[src/design/bia_pkg.sv]
// Shared types and constants for the bitmap index allocator.
// Used by bia_mark_ram, bia_ctrl and bitmap_index_allocator; no dependencies.
package bia_pkg;

  // Marks per memory row; a 6-bit index splits into a row and a bit position.
  localparam int ROW_W   = 8;
  localparam int IDX_W   = 6;
  localparam int ROWA_W  = 3;
  localparam int LIMIT_W = 7;

  typedef logic [IDX_W-1:0]   idx_t;
  typedef logic [ROWA_W-1:0]  row_addr_t;
  typedef logic [ROW_W-1:0]   row_t;
  typedef logic [LIMIT_W-1:0] limit_t;

  // Request kinds; the fourth code is unused and is rejected.
  typedef enum logic [1:0] {
    FN_ALLOC_ANY = 2'd0,
    FN_ALLOC_AT  = 2'd1,
    FN_FREE      = 2'd2
  } func_t;

  typedef enum logic [2:0] {
    ST_OK        = 3'd0,
    ST_NONE_FREE = 3'd1,
    ST_RANGE     = 3'd2,
    ST_ALREADY   = 3'd3,
    ST_NOT_ALLOC = 3'd4
  } status_t;

  // Access to the mark memory: one row read, one row write per cycle.
  typedef struct packed {
    logic      rd_en;
    row_addr_t rd_addr;
    logic      wr_en;
    row_addr_t wr_addr;
    row_t      wr_data;
  } mem_req_t;

endpackage

[src/design/bia_mark_ram.sv]
// Row-organized memory holding the allocated marks, with a registered read.
// Depends on bia_pkg; a valid bit per row makes unwritten rows read as zero.
module bia_mark_ram import bia_pkg::*; #(
  parameter int NUM_ROWS = 8
) (
  input  logic     clk,
  input  logic     rst_n,
  input  mem_req_t mem_req,
  output row_t     rd_data
);

  localparam int AW = (NUM_ROWS > 1) ? $clog2(NUM_ROWS) : 1;

  row_t                mem_r [NUM_ROWS];
  logic [NUM_ROWS-1:0] row_vld_r;
  row_t                rd_q_r;
  logic                rd_vld_r;

  // Write the modified row back
  always_ff @(posedge clk) begin
    if (mem_req.wr_en) begin
      mem_r[mem_req.wr_addr[AW-1:0]] <= mem_req.wr_data;
    end
  end

  // Mark rows as written; reset clears all marks at once
  always_ff @(posedge clk) begin
    if (!rst_n) begin
      row_vld_r <= '0;
    end else if (mem_req.wr_en) begin
      row_vld_r[mem_req.wr_addr[AW-1:0]] <= 1'b1;
    end
  end

  // Register the read row and its valid bit
  always_ff @(posedge clk) begin
    if (mem_req.rd_en) begin
      rd_q_r   <= mem_r[mem_req.rd_addr[AW-1:0]];
      rd_vld_r <= row_vld_r[mem_req.rd_addr[AW-1:0]];
    end
  end

  assign rd_data = rd_vld_r ? rd_q_r : '0;

endmodule

[src/design/bia_ctrl.sv]
// Request sequencer: range check, row read, modify and write back, result strobe.
// Depends on bia_pkg; drives bia_mark_ram through a mem_req_t.
module bia_ctrl import bia_pkg::*; (
  input  logic     clk,
  input  logic     rst_n,
  input  limit_t   limit,
  input  logic     start,
  output logic     busy,
  input  logic [1:0] in_func,
  input  idx_t     in_req_index,
  output mem_req_t mem_req,
  input  row_t     rd_data,
  output logic     out_valid,
  output idx_t     out_granted_index,
  output logic [2:0] out_status
);

  typedef enum logic [2:0] {
    S_IDLE = 3'b001,
    S_RD   = 3'b010,
    S_EVAL = 3'b100
  } state_t;

  state_t     state_r, state_nxt;
  logic [1:0] func_r, func_nxt;
  idx_t       idx_r, idx_nxt;
  row_addr_t  row_r, row_nxt;
  logic       out_valid_r, out_valid_nxt;
  idx_t       out_index_r, out_index_nxt;
  status_t    out_status_r, out_status_nxt;

  assign busy = (state_r != S_IDLE);

  // Scan one row: pick the lowest free mark below the limit
  logic [LIMIT_W-1:0] base;
  logic [ROW_W-1:0]   avail;
  logic               found;
  logic [2:0]         pick;
  logic               last_row;
  logic               sel_bit;

  always_comb begin
    base = {1'b0, row_r, 3'b000};
    for (int b = 0; b < ROW_W; b++) begin
      avail[b] = !rd_data[b] && ((base + LIMIT_W'(b)) < limit);
    end
    found = 1'b0;
    pick  = '0;
    for (int b = 0; b < ROW_W; b++) begin
      if (avail[b] && !found) begin
        found = 1'b1;
        pick  = 3'(b);
      end
    end
    last_row = (base + LIMIT_W'(ROW_W)) >= limit;
    sel_bit  = rd_data[idx_r[2:0]];
  end

  // Sequence the request and build the memory access
  always_comb begin
    state_nxt      = state_r;
    func_nxt       = func_r;
    idx_nxt        = idx_r;
    row_nxt        = row_r;
    out_valid_nxt  = 1'b0;
    out_index_nxt  = out_index_r;
    out_status_nxt = out_status_r;
    mem_req        = '0;
    case (state_r)
      S_IDLE: begin
        if (start) begin
          func_nxt      = in_func;
          idx_nxt       = in_req_index;
          out_index_nxt = '0;
          case (in_func)
            FN_ALLOC_ANY: begin
              if (limit == '0) begin
                out_valid_nxt  = 1'b1;
                out_status_nxt = ST_NONE_FREE;
              end else begin
                row_nxt   = '0;
                state_nxt = S_RD;
              end
            end
            FN_ALLOC_AT, FN_FREE: begin
              if ({1'b0, in_req_index} >= limit) begin
                out_valid_nxt  = 1'b1;
                out_status_nxt = ST_RANGE;
              end else begin
                row_nxt   = in_req_index[5:3];
                state_nxt = S_RD;
              end
            end
            default: begin
              out_valid_nxt  = 1'b1;
              out_status_nxt = ST_RANGE;
            end
          endcase
        end
      end
      S_RD: begin
        mem_req.rd_en   = 1'b1;
        mem_req.rd_addr = row_r;
        state_nxt       = S_EVAL;
      end
      S_EVAL: begin
        // Write-back lands before any later read, so no forwarding is needed
        mem_req.wr_addr = row_r;
        mem_req.wr_data = rd_data;
        case (func_r)
          FN_ALLOC_ANY: begin
            if (found) begin
              mem_req.wr_en         = 1'b1;
              mem_req.wr_data[pick] = 1'b1;
              out_valid_nxt         = 1'b1;
              out_index_nxt         = {row_r, pick};
              out_status_nxt        = ST_OK;
              state_nxt             = S_IDLE;
            end else if (last_row) begin
              out_valid_nxt  = 1'b1;
              out_index_nxt  = '0;
              out_status_nxt = ST_NONE_FREE;
              state_nxt      = S_IDLE;
            end else begin
              row_nxt   = row_r + 3'd1;
              state_nxt = S_RD;
            end
          end
          FN_ALLOC_AT: begin
            out_valid_nxt = 1'b1;
            state_nxt     = S_IDLE;
            if (sel_bit) begin
              out_index_nxt  = '0;
              out_status_nxt = ST_ALREADY;
            end else begin
              mem_req.wr_en                 = 1'b1;
              mem_req.wr_data[idx_r[2:0]]   = 1'b1;
              out_index_nxt                 = idx_r;
              out_status_nxt                = ST_OK;
            end
          end
          default: begin
            out_valid_nxt = 1'b1;
            state_nxt     = S_IDLE;
            if (!sel_bit) begin
              out_index_nxt  = '0;
              out_status_nxt = ST_NOT_ALLOC;
            end else begin
              mem_req.wr_en                 = 1'b1;
              mem_req.wr_data[idx_r[2:0]]   = 1'b0;
              out_index_nxt                 = idx_r;
              out_status_nxt                = ST_OK;
            end
          end
        endcase
      end
      default: begin
        state_nxt = S_IDLE;
      end
    endcase
  end

  // Advance control state
  always_ff @(posedge clk) begin
    if (!rst_n) begin
      state_r     <= S_IDLE;
      out_valid_r <= 1'b0;
    end else begin
      state_r     <= state_nxt;
      out_valid_r <= out_valid_nxt;
    end
  end

  // Hold request and result payload
  always_ff @(posedge clk) begin
    func_r       <= func_nxt;
    idx_r        <= idx_nxt;
    row_r        <= row_nxt;
    out_index_r  <= out_index_nxt;
    out_status_r <= out_status_nxt;
  end

  assign out_valid         = out_valid_r;
  assign out_granted_index = out_index_r;
  assign out_status        = out_status_r;

  // A failed request never reports an index
  a_zero_on_fail: assert property (@(posedge clk) disable iff (!rst_n)
    (out_valid_r && out_status_r != ST_OK) |-> (out_index_r == '0))
    else $error("nonzero index on failed result");

  // The result strobe only shows once the sequencer is back at rest
  a_strobe_idle: assert property (@(posedge clk) disable iff (!rst_n)
    out_valid_r |-> (state_r == S_IDLE))
    else $error("result strobe while busy");

  // Every evaluation follows a row read
  a_eval_after_rd: assert property (@(posedge clk) disable iff (!rst_n)
    (state_r == S_EVAL) |-> ($past(state_r) == S_RD))
    else $error("evaluation without a preceding read");

  // An in-range free request goes to the memory
  a_free_reads: assert property (@(posedge clk) disable iff (!rst_n)
    (state_r == S_IDLE && start && in_func == FN_FREE &&
     {1'b0, in_req_index} < limit) |=> (state_r == S_RD))
    else $error("in-range free did not read the marks");

endmodule

[src/design/bitmap_index_allocator.sv]
// A rejected request (bad code, out of range, zero limit) strobes its result straight
// from the idle state; allocate-specific and free pass through a row read and an evaluate.
// Allocate-any reads one 8-mark row at a time until a free mark or the last row in range.
// One request at a time: start is taken only while idle, and busy is high during the row
// read and write-back loop. The receiver cannot stall. Reset clears every mark through
// per-row valid bits and sets entries_in_use to 64.
module bitmap_index_allocator import bia_pkg::*; #(
  parameter int MAX_ENTRIES = 64
) (
  input  logic       clk,
  input  logic       rst_n,
  input  logic       start,
  output logic       busy,
  input  logic [1:0] in_func,
  input  logic [5:0] in_req_index,
  output logic       out_valid,
  output logic [5:0] out_granted_index,
  output logic [2:0] out_status,
  input  logic       cfg_valid,
  output logic       cfg_ready,
  input  logic [6:0] cfg_entries_in_use
);

  localparam int     NUM_ROWS = (MAX_ENTRIES + ROW_W - 1) / ROW_W;
  localparam limit_t MAX_LIM  = LIMIT_W'(MAX_ENTRIES);

  limit_t   entries_r;
  limit_t   limit;
  mem_req_t mem_req;
  row_t     rd_data;

  assign cfg_ready = 1'b1;

  // Hold the entry count register
  always_ff @(posedge clk) begin
    if (!rst_n) begin
      entries_r <= LIMIT_W'(64);
    end else if (cfg_valid && cfg_ready) begin
      entries_r <= cfg_entries_in_use;
    end
  end

  // Saturate the count at the size of the bitmap
  assign limit = (entries_r > MAX_LIM) ? MAX_LIM : entries_r;

  bia_ctrl u_ctrl (
    .clk               (clk),
    .rst_n             (rst_n),
    .limit             (limit),
    .start             (start),
    .busy              (busy),
    .in_func           (in_func),
    .in_req_index      (in_req_index),
    .mem_req           (mem_req),
    .rd_data           (rd_data),
    .out_valid         (out_valid),
    .out_granted_index (out_granted_index),
    .out_status        (out_status)
  );

  bia_mark_ram #(
    .NUM_ROWS (NUM_ROWS)
  ) u_ram (
    .clk     (clk),
    .rst_n   (rst_n),
    .mem_req (mem_req),
    .rd_data (rd_data)
  );

endmodule
[config.mk]
export PLATFORM = sky130hd
export DESIGN_NAME = bitmap_index_allocator
export DESIGN_NICKNAME = d
export VERILOG_FILES = /design/src/design/bia_pkg.sv /design/src/design/bia_mark_ram.sv /design/src/design/bia_ctrl.sv /design/src/design/bitmap_index_allocator.sv
export SDC_FILE = /design/constraint.sdc
export NUM_CORES = 1
export LEC_CHECK = 0
export ABC_AREA = 0
export BUFFER_PORTS_ARGS = -buffer_cell sky130_fd_sc_hd__clkbuf_2
export CAP_MARGIN = 30
export CORE_MARGIN = 8
export CORE_UTILIZATION = 55
export DETAILED_ROUTE_END_ITERATION = 6
export PLACE_DENSITY = 0.86
export SYNTH_ARGS = -nofsm -noshare
export SYNTH_HDL_FRONTEND = slang
export SYNTH_SLANG_ARGS = --single-unit
[constraint.sdc]
create_clock -name clk -period 3.49 [get_ports clk]
set_clock_uncertainty 0.2 [all_clocks]
set_input_delay 0.1745 -clock clk [delete_from_list [all_inputs] [get_ports clk]]
set_output_delay 0.1745 -clock clk [all_outputs]
set_load 0.1 [all_outputs]
# After elaboration in Yosys (flattened, before gate mapping)
# Memories as Yosys holds them, arrays and structs flattened. A register that Yosys moved wholly into a read port is not among the register bits.
# Index checks and enable logic that the tools add are counted.
# word_totals
output_inout_bits,12
ram_bits,64
register_bits,40
mem_count,1
inputBits,19
# mem_list
memory,words,word_bits,rd,rd_clocked_by_memory_dff,wr,line_no,rtl
u_ram.mem_r,8,8,1,1,1,bia_mark_ram.sv:14,row_t mem_r [NUM_ROWS];
# op_classes
reduce_logical,43
n_lt_le_gt_ge,18
eq_ne,17
n_mux,80
bitwise,5
addsub,9
# op_table
operator,count
2-to-1 mux 3 bit,21
< comparator 7 bit,7
case mux 3 bit (2 select lines),6
2-to-1 mux 8 bit,4
2-to-1 mux 6 bit,5
adder 6 x 3 -> 7 bit (second input constant),4
2-to-1 mux 1 bit,25
bitwise OR 8 bit,3
case mux 6 bit (2 select lines),2
logical AND 1 bit,18
< comparator 3 x 4 -> 1 bit (second input constant),4
case mux 8 bit (2 select lines),1
zero test 1 bit,15
adder 6 x 2 -> 7 bit (second input constant),2
2-to-1 mux 12 bit,1
demux 1 bit (select 3 bit),3
>= comparator 3 x 1 -> 1 bit (second input constant),3
!= test 3 x 2 -> 1 bit (second input constant),3
case mux 3 bit (3 select lines),1
AND 8 bit,1
2-to-1 mux 2 bit,4
inverter 8 bit,1
AND reduction 8 bit,1
adder 6 x 1 -> 7 bit (second input constant),1
other kinds (28),36

# Longest topological paths before layout
# logic_depth
depth_word,39
mapped_depth,12
mapped_depth_nobuf,10

# Hierarchy
# From an unflattened synthesis, not the netlist that was laid out.
# unflattened
cells_unflattened,412
area_unflattened_um2,5595.4
# modules_own_cells
mod,area_per_inst_um2,cells_each,n_inst,seq_area_each_um2
bia_mark_ram,3161.8,138,1,2352.3
bia_ctrl,2118.3,243,1,680.7
bitmap_index_allocator,315.3,31,1,140.1

# Worst setup path before layout
# Ideal clock, no wire load.
# synth_timing
path_type,flip-flop to flip-flop
start,register u_ctrl.row_r[0]
end,memory u_ram.mem_r[0][0] (netlist bit) (enable)
t_required_ns,2.910
setup_slack_ns,-0.219
t_arrival_ns,3.130
stages_incl_launch_ff,11
setup_time_ns,0.380
cell_sequence,edfxtp_1 clkbuf_1 buf_1 inv_1 ha_1 nand4bb_1 a21oi_1 o32a_1 and4b_1 a21o_4 nor4b_2
# synth_between
elab_chain_cells,29
elab_cells_between_ends,50
cone_classes,add/sub (7); order compare (8); mux (13); reduce/logical (22)
# synth_rtl
item,line_no,rtl
"start, declared",bia_ctrl.sv:27,"row_addr_t row_r, row_nxt;"
"start signal, assigned",bia_ctrl.sv:178,row_r <= row_nxt;
"parallel branches: the longest is 26 deep, another holds adder 6 x 1 -> 7 bit",n/a,
2-to-1 mux 12 bit *,bia_ctrl.sv:69,case (state_r)
2-to-1 mux 1 bit,bia_mark_ram.sv:21,if (mem_req.wr_en) begin
2-to-1 mux 1 bit (not written as such),bia_mark_ram.sv:22,mem_r[mem_req.wr_addr[AW-1:0]] <= mem_req.wr_data;
"end, declared",bia_mark_ram.sv:14,
# Mark *: on every way between the ends.

# Worst setup path after layout
# layout_timing
start,register entries_r[6]
end,memory u_ram.mem_r[4][0] (netlist bit) (enable)
# layout_between
elab_chain_cells,31
elab_cells_between_ends,45
cone_classes,order compare (9); mux (14); reduce/logical (22)
# layout_rtl
item,line_no,rtl
"start, declared",bitmap_index_allocator.sv:27,limit_t entries_r;
"start signal, assigned",bitmap_index_allocator.sv:39,entries_r <= cfg_entries_in_use;
> comparator 7 bit,bitmap_index_allocator.sv:44,assign limit = (entries_r > MAX_LIM) ? MAX_LIM : entries_r;
2-to-1 mux 7 bit *,bitmap_index_allocator.sv:44,
< comparator 6 x 7 -> 1 bit,bia_ctrl.sv:45,avail[b] = !rd_data[b] && ((base + LIMIT_W'(b)) < limit);
logical AND 1 bit,bia_ctrl.sv:45,
2-to-1 mux 1 bit,bia_ctrl.sv:50,if (avail[b] && !found) begin
zero test 1 bit,bia_ctrl.sv:50,
logical AND 1 bit,bia_ctrl.sv:50,
2-to-1 mux 1 bit,bia_ctrl.sv:50,
(+15 left out),n/a,
zero test 1 bit,bia_ctrl.sv:50,
logical AND 1 bit,bia_ctrl.sv:50,
2-to-1 mux 1 bit *,bia_ctrl.sv:50,
2-to-1 mux 1 bit *,bia_ctrl.sv:112,if (found) begin
case mux 1 bit (2 select lines) *,bia_ctrl.sv:110,case (func_r)
2-to-1 mux 12 bit *,bia_ctrl.sv:69,
2-to-1 mux 1 bit *,bia_mark_ram.sv:21,
2-to-1 mux 1 bit (not written as such) *,bia_mark_ram.sv:22,
# Mark *: on every way between the ends. The rest lies on a longest branch, timed or not.

==> impl_metrics.yaml <==
global_route:
  grt_pass1_wl_mm: 22.5
  grt_pass1_vias: 4209
  antenna_found_initial: 0
  grt_usage_pct: 20.5
  grt_overflow: 0
  grt_max_degree: 36
placed_design:
  dpl-instance-area_um2: 6040
  port_buffers: 29
  dp_hpwl_mm: 9.52
  dp.cells: 645
  place_congestion: 0.956
clock_tree:
  ctsLongestPathBuffers: 2
  numCtsBuffers: 9
  cts_tree: "yes"
  clkTransAtPathRegs_ps: 110
  root_buffer: "clkbuf_8"
  clock-sinks: 112
  cts.htree.levels: 3
  clkLatencyLatePin_ps: 390
floorplanning:
  dieArea_um2: 13800
  core_area_um2: 10100
  initial_core_util_pct: 55.8
  ios: 31
  die_w_um: 117
  fp-row-count: 37
  die_h_um: 117
timing:
  fin_tns_setup_ps: 0
  slew_headroom_pct: 45.2
  hold_ws_ps: 65.4
  period_share_pct: 94.6
  tightest_slew_ps: 821
  hold_viol: 0
  max_freq_mhz: 303
  maxSlewViolCount: 0
  setup_violations: 0
  rsz0062_at_grt: "false"
  period_minus_slack_ps: 3300
drt:
  met2_wirelength_mm: 6.69
  viasPerCell: 6.22
  drtAntennaViolNets: 0
  num_vias: 4265
  routed_wl_mm: 13.9
  dr_wl_met3_mm: 1.14
  wl_met1_mm: 5.48
  drc: 0
  dr.first_iter.drc_count: 485
  routed.top_layer: "met4"
  firstDrtPassIters: 5
  wire_per_inst_um: 20.2
run:
  max_cap_viol_count: 0
pwr:
  total_power_w: 0.00260
  peakVddDrop_mv: 0.334
  p_leak_nw: 2.22
  power.density_nw_per_um2: 401
synth:
  synth_fp_nets: 522
  synthTopCellsByArea: "edfxtp_1 (49%), dfxtp_1 (6.7%), nand2_1 (4.4%), o21ai_0 (4.4%), mux4_2 (4.4%)"
  synth_flop_cell: "edfxtp_1"
  ys_warn_count: 0
  ys_ff_latch: 112
  synth_edf_count: 93
  ys_types: 70
  synth_seq_area_share_pct: 56.1
  syn_inst: 486
  synth_area_um2: 5660
  synth_top_area_share_pct: 49.3
  synth_area_per_cell_um2: 11.6
  yosysTopAreaCell: "edfxtp_1"
  async_flop_share_pct: 0
finish:
  stdcell_count: 686
  drive_gt1_share_pct: 19.5
  fin_nets: 581
  nFillCells: 735
  area_delta_synth_final_pct: 14.5
  stdcell_area_um2: 6480
  antennaDiodeCount: 0
setup_path:
  crit_arrival_ps: 3210
  critPathLaunchType: "flip-flop"
  critPathMaxFanout: 13
  rr_worst_depth: 10
  startpoint: "entries_r[6]"
  path_class: "reg2reg"
  required_ps: 3400
  crit_end: "u_ram.mem_r[4][0]"
  rrSetupSlack_ps: 190
  timing.rr.start: "entries_r[6]"
  cp-end-kind: "flip-flop"
  r2r_end: "u_ram.mem_r[4][0]"
run_status:
  outcome: "completed"
min_path:
  hp-class: "in2reg"
==> layout by cell type, fill, tap and decap left out, types with 12 or more instances in the layout <==
cell and count:
clkbuf_2 29, o21ai_0 50, mux2i_1 16, a21oi_1 13, nand3_1 12, dlygate4sd3_1 17
edfxtp_1 93, nor2_1 24, nand2_1 66, dfxtp_1 19, buf_4 31, ha_1 17
==> logic make-up (layout without fill, tap and decap cells) <==
family	count (synthesis)	count (layout)	share of synthesized area, %
AND/OR/NAND/NOR	168	168	15.4
buffers and inverters	39	103	3.12
flip-flops	112	112	56.1
XOR/XNOR	1	1	0.155
other	1	1	0.0663
multiplexers	28	28	7.47
adder cells (fa/ha/maj)	17	17	3.76
AO/OA/AOI/OAI	120	120	14.0
==> worst max-delay path, stage by stage, from the launching register on <==
cell	delay, ps
dfxtp_1	350
clkinv_1	180
nand2_2	140
ha_1	280
a211oi_2	270
nor2_1	100
o32a_1	390
and4b_1	280
a21o_4	320
nor4b_4	280
buf_4	210
==> synthesized netlist by cell type (4+ instances only) <==
library cell  number
o21ai_2            4
a22o_1             7
dfxtp_1           19
ha_1              17
nand3_1           12
nor3_1             8
mux2i_1           16
inv_1              9
mux4_2            11
nor2_1            28
a21o_1             4
and2_1             6
nor2b_1           11
clkbuf_1          23
o22a_1             9
nand4_1            4
o21ai_0           50
a211oi_1           4
a21oi_1           13
a31oi_1            4
nand2_1           67
edfxtp_1          93
nand2b_1           6
==> where the power goes <==
part	internal [W]	switching, W
logic	0.000115	0.000234
registers	0.00146	0.0000283
clock network	0.000283	0.000477
total	0.00186	0.000739
==> layout make-up <==
| cell class | instances | area (um2) | area share [%] |
|---|---|---|---|
| Clock inverter | 7 | 76.3 | 1.18 |
| Multi-Input combinational cell | 335 | 2350 | 36.3 |
| Sequential cell | 112 | 3170 | 49.0 |
| Clock buffer | 9 | 124 | 1.91 |
| Timing Repair Buffer | 77 | 548 | 8.46 |
| Inverter | 10 | 37.5 | 0.579 |
| Tap cell | 136 | 170 | 2.63 |
==> registers in the layout, summed over array words and instances (netlist names) <==
register                  cells
u_ctrl.func_r                 2
u_ctrl.out_granted_index      6
u_ctrl.idx_r                  6
u_ctrl.out_valid              1
entries_r                     7
u_ctrl.row_r                  3
u_ctrl.state_r                3
u_ctrl.out_status             3
u_ram.rd_q_r                  8
u_ram.row_vld_r               8
u_ram.rd_vld_r                1
u_ram.mem_r                  64
==> repair_timing <==
item / in CTS / in global routing
buffers inserted: 1 / 7
endpoints found under the setup margin: 8 / 72
hold buffers: 17 / 0
hold endpoints to repair: 17 / 0
gates resized for setup: 0 / 3
gates cloned: 0 / 0
pin swaps: 1 / 4
==> metal layers <==
layer / up-vias / global-route usage (%)
met2: 206 / 32.5
met1: 2061 / 25.5
li1: 1951 / -
met3: 47 / 4.89
met4: 0 / 10.9
met5: - / 0
==> worst min path at each step <==
stage                     slack [ps]            start  cells after the start                 to
after floorplan                   70       in_func[0]                      0   u_ctrl.func_r[0]
after global placement           170  in_req_index[0]                      1    u_ctrl.idx_r[0]
after detailed placement         170  in_req_index[0]                      1    u_ctrl.idx_r[0]
after CTS                         20        cfg_valid                      3       entries_r[1]
after global routing              70        cfg_valid                      3       entries_r[5]
final                             70            rst_n                      2  u_ctrl.state_r[0]
==> metrics by stage <==
stage          utilization (%)  setup slack [ps]
2_1_floorplan                -              46.9
3_3_place_gp              59.5               113
3_5_place_dp              59.5              10.1
4_1_cts                   63.3              36.0
5_1_grt                   63.9              26.4
6_report                  63.9               190
Power figures use the tool's default switching activity.
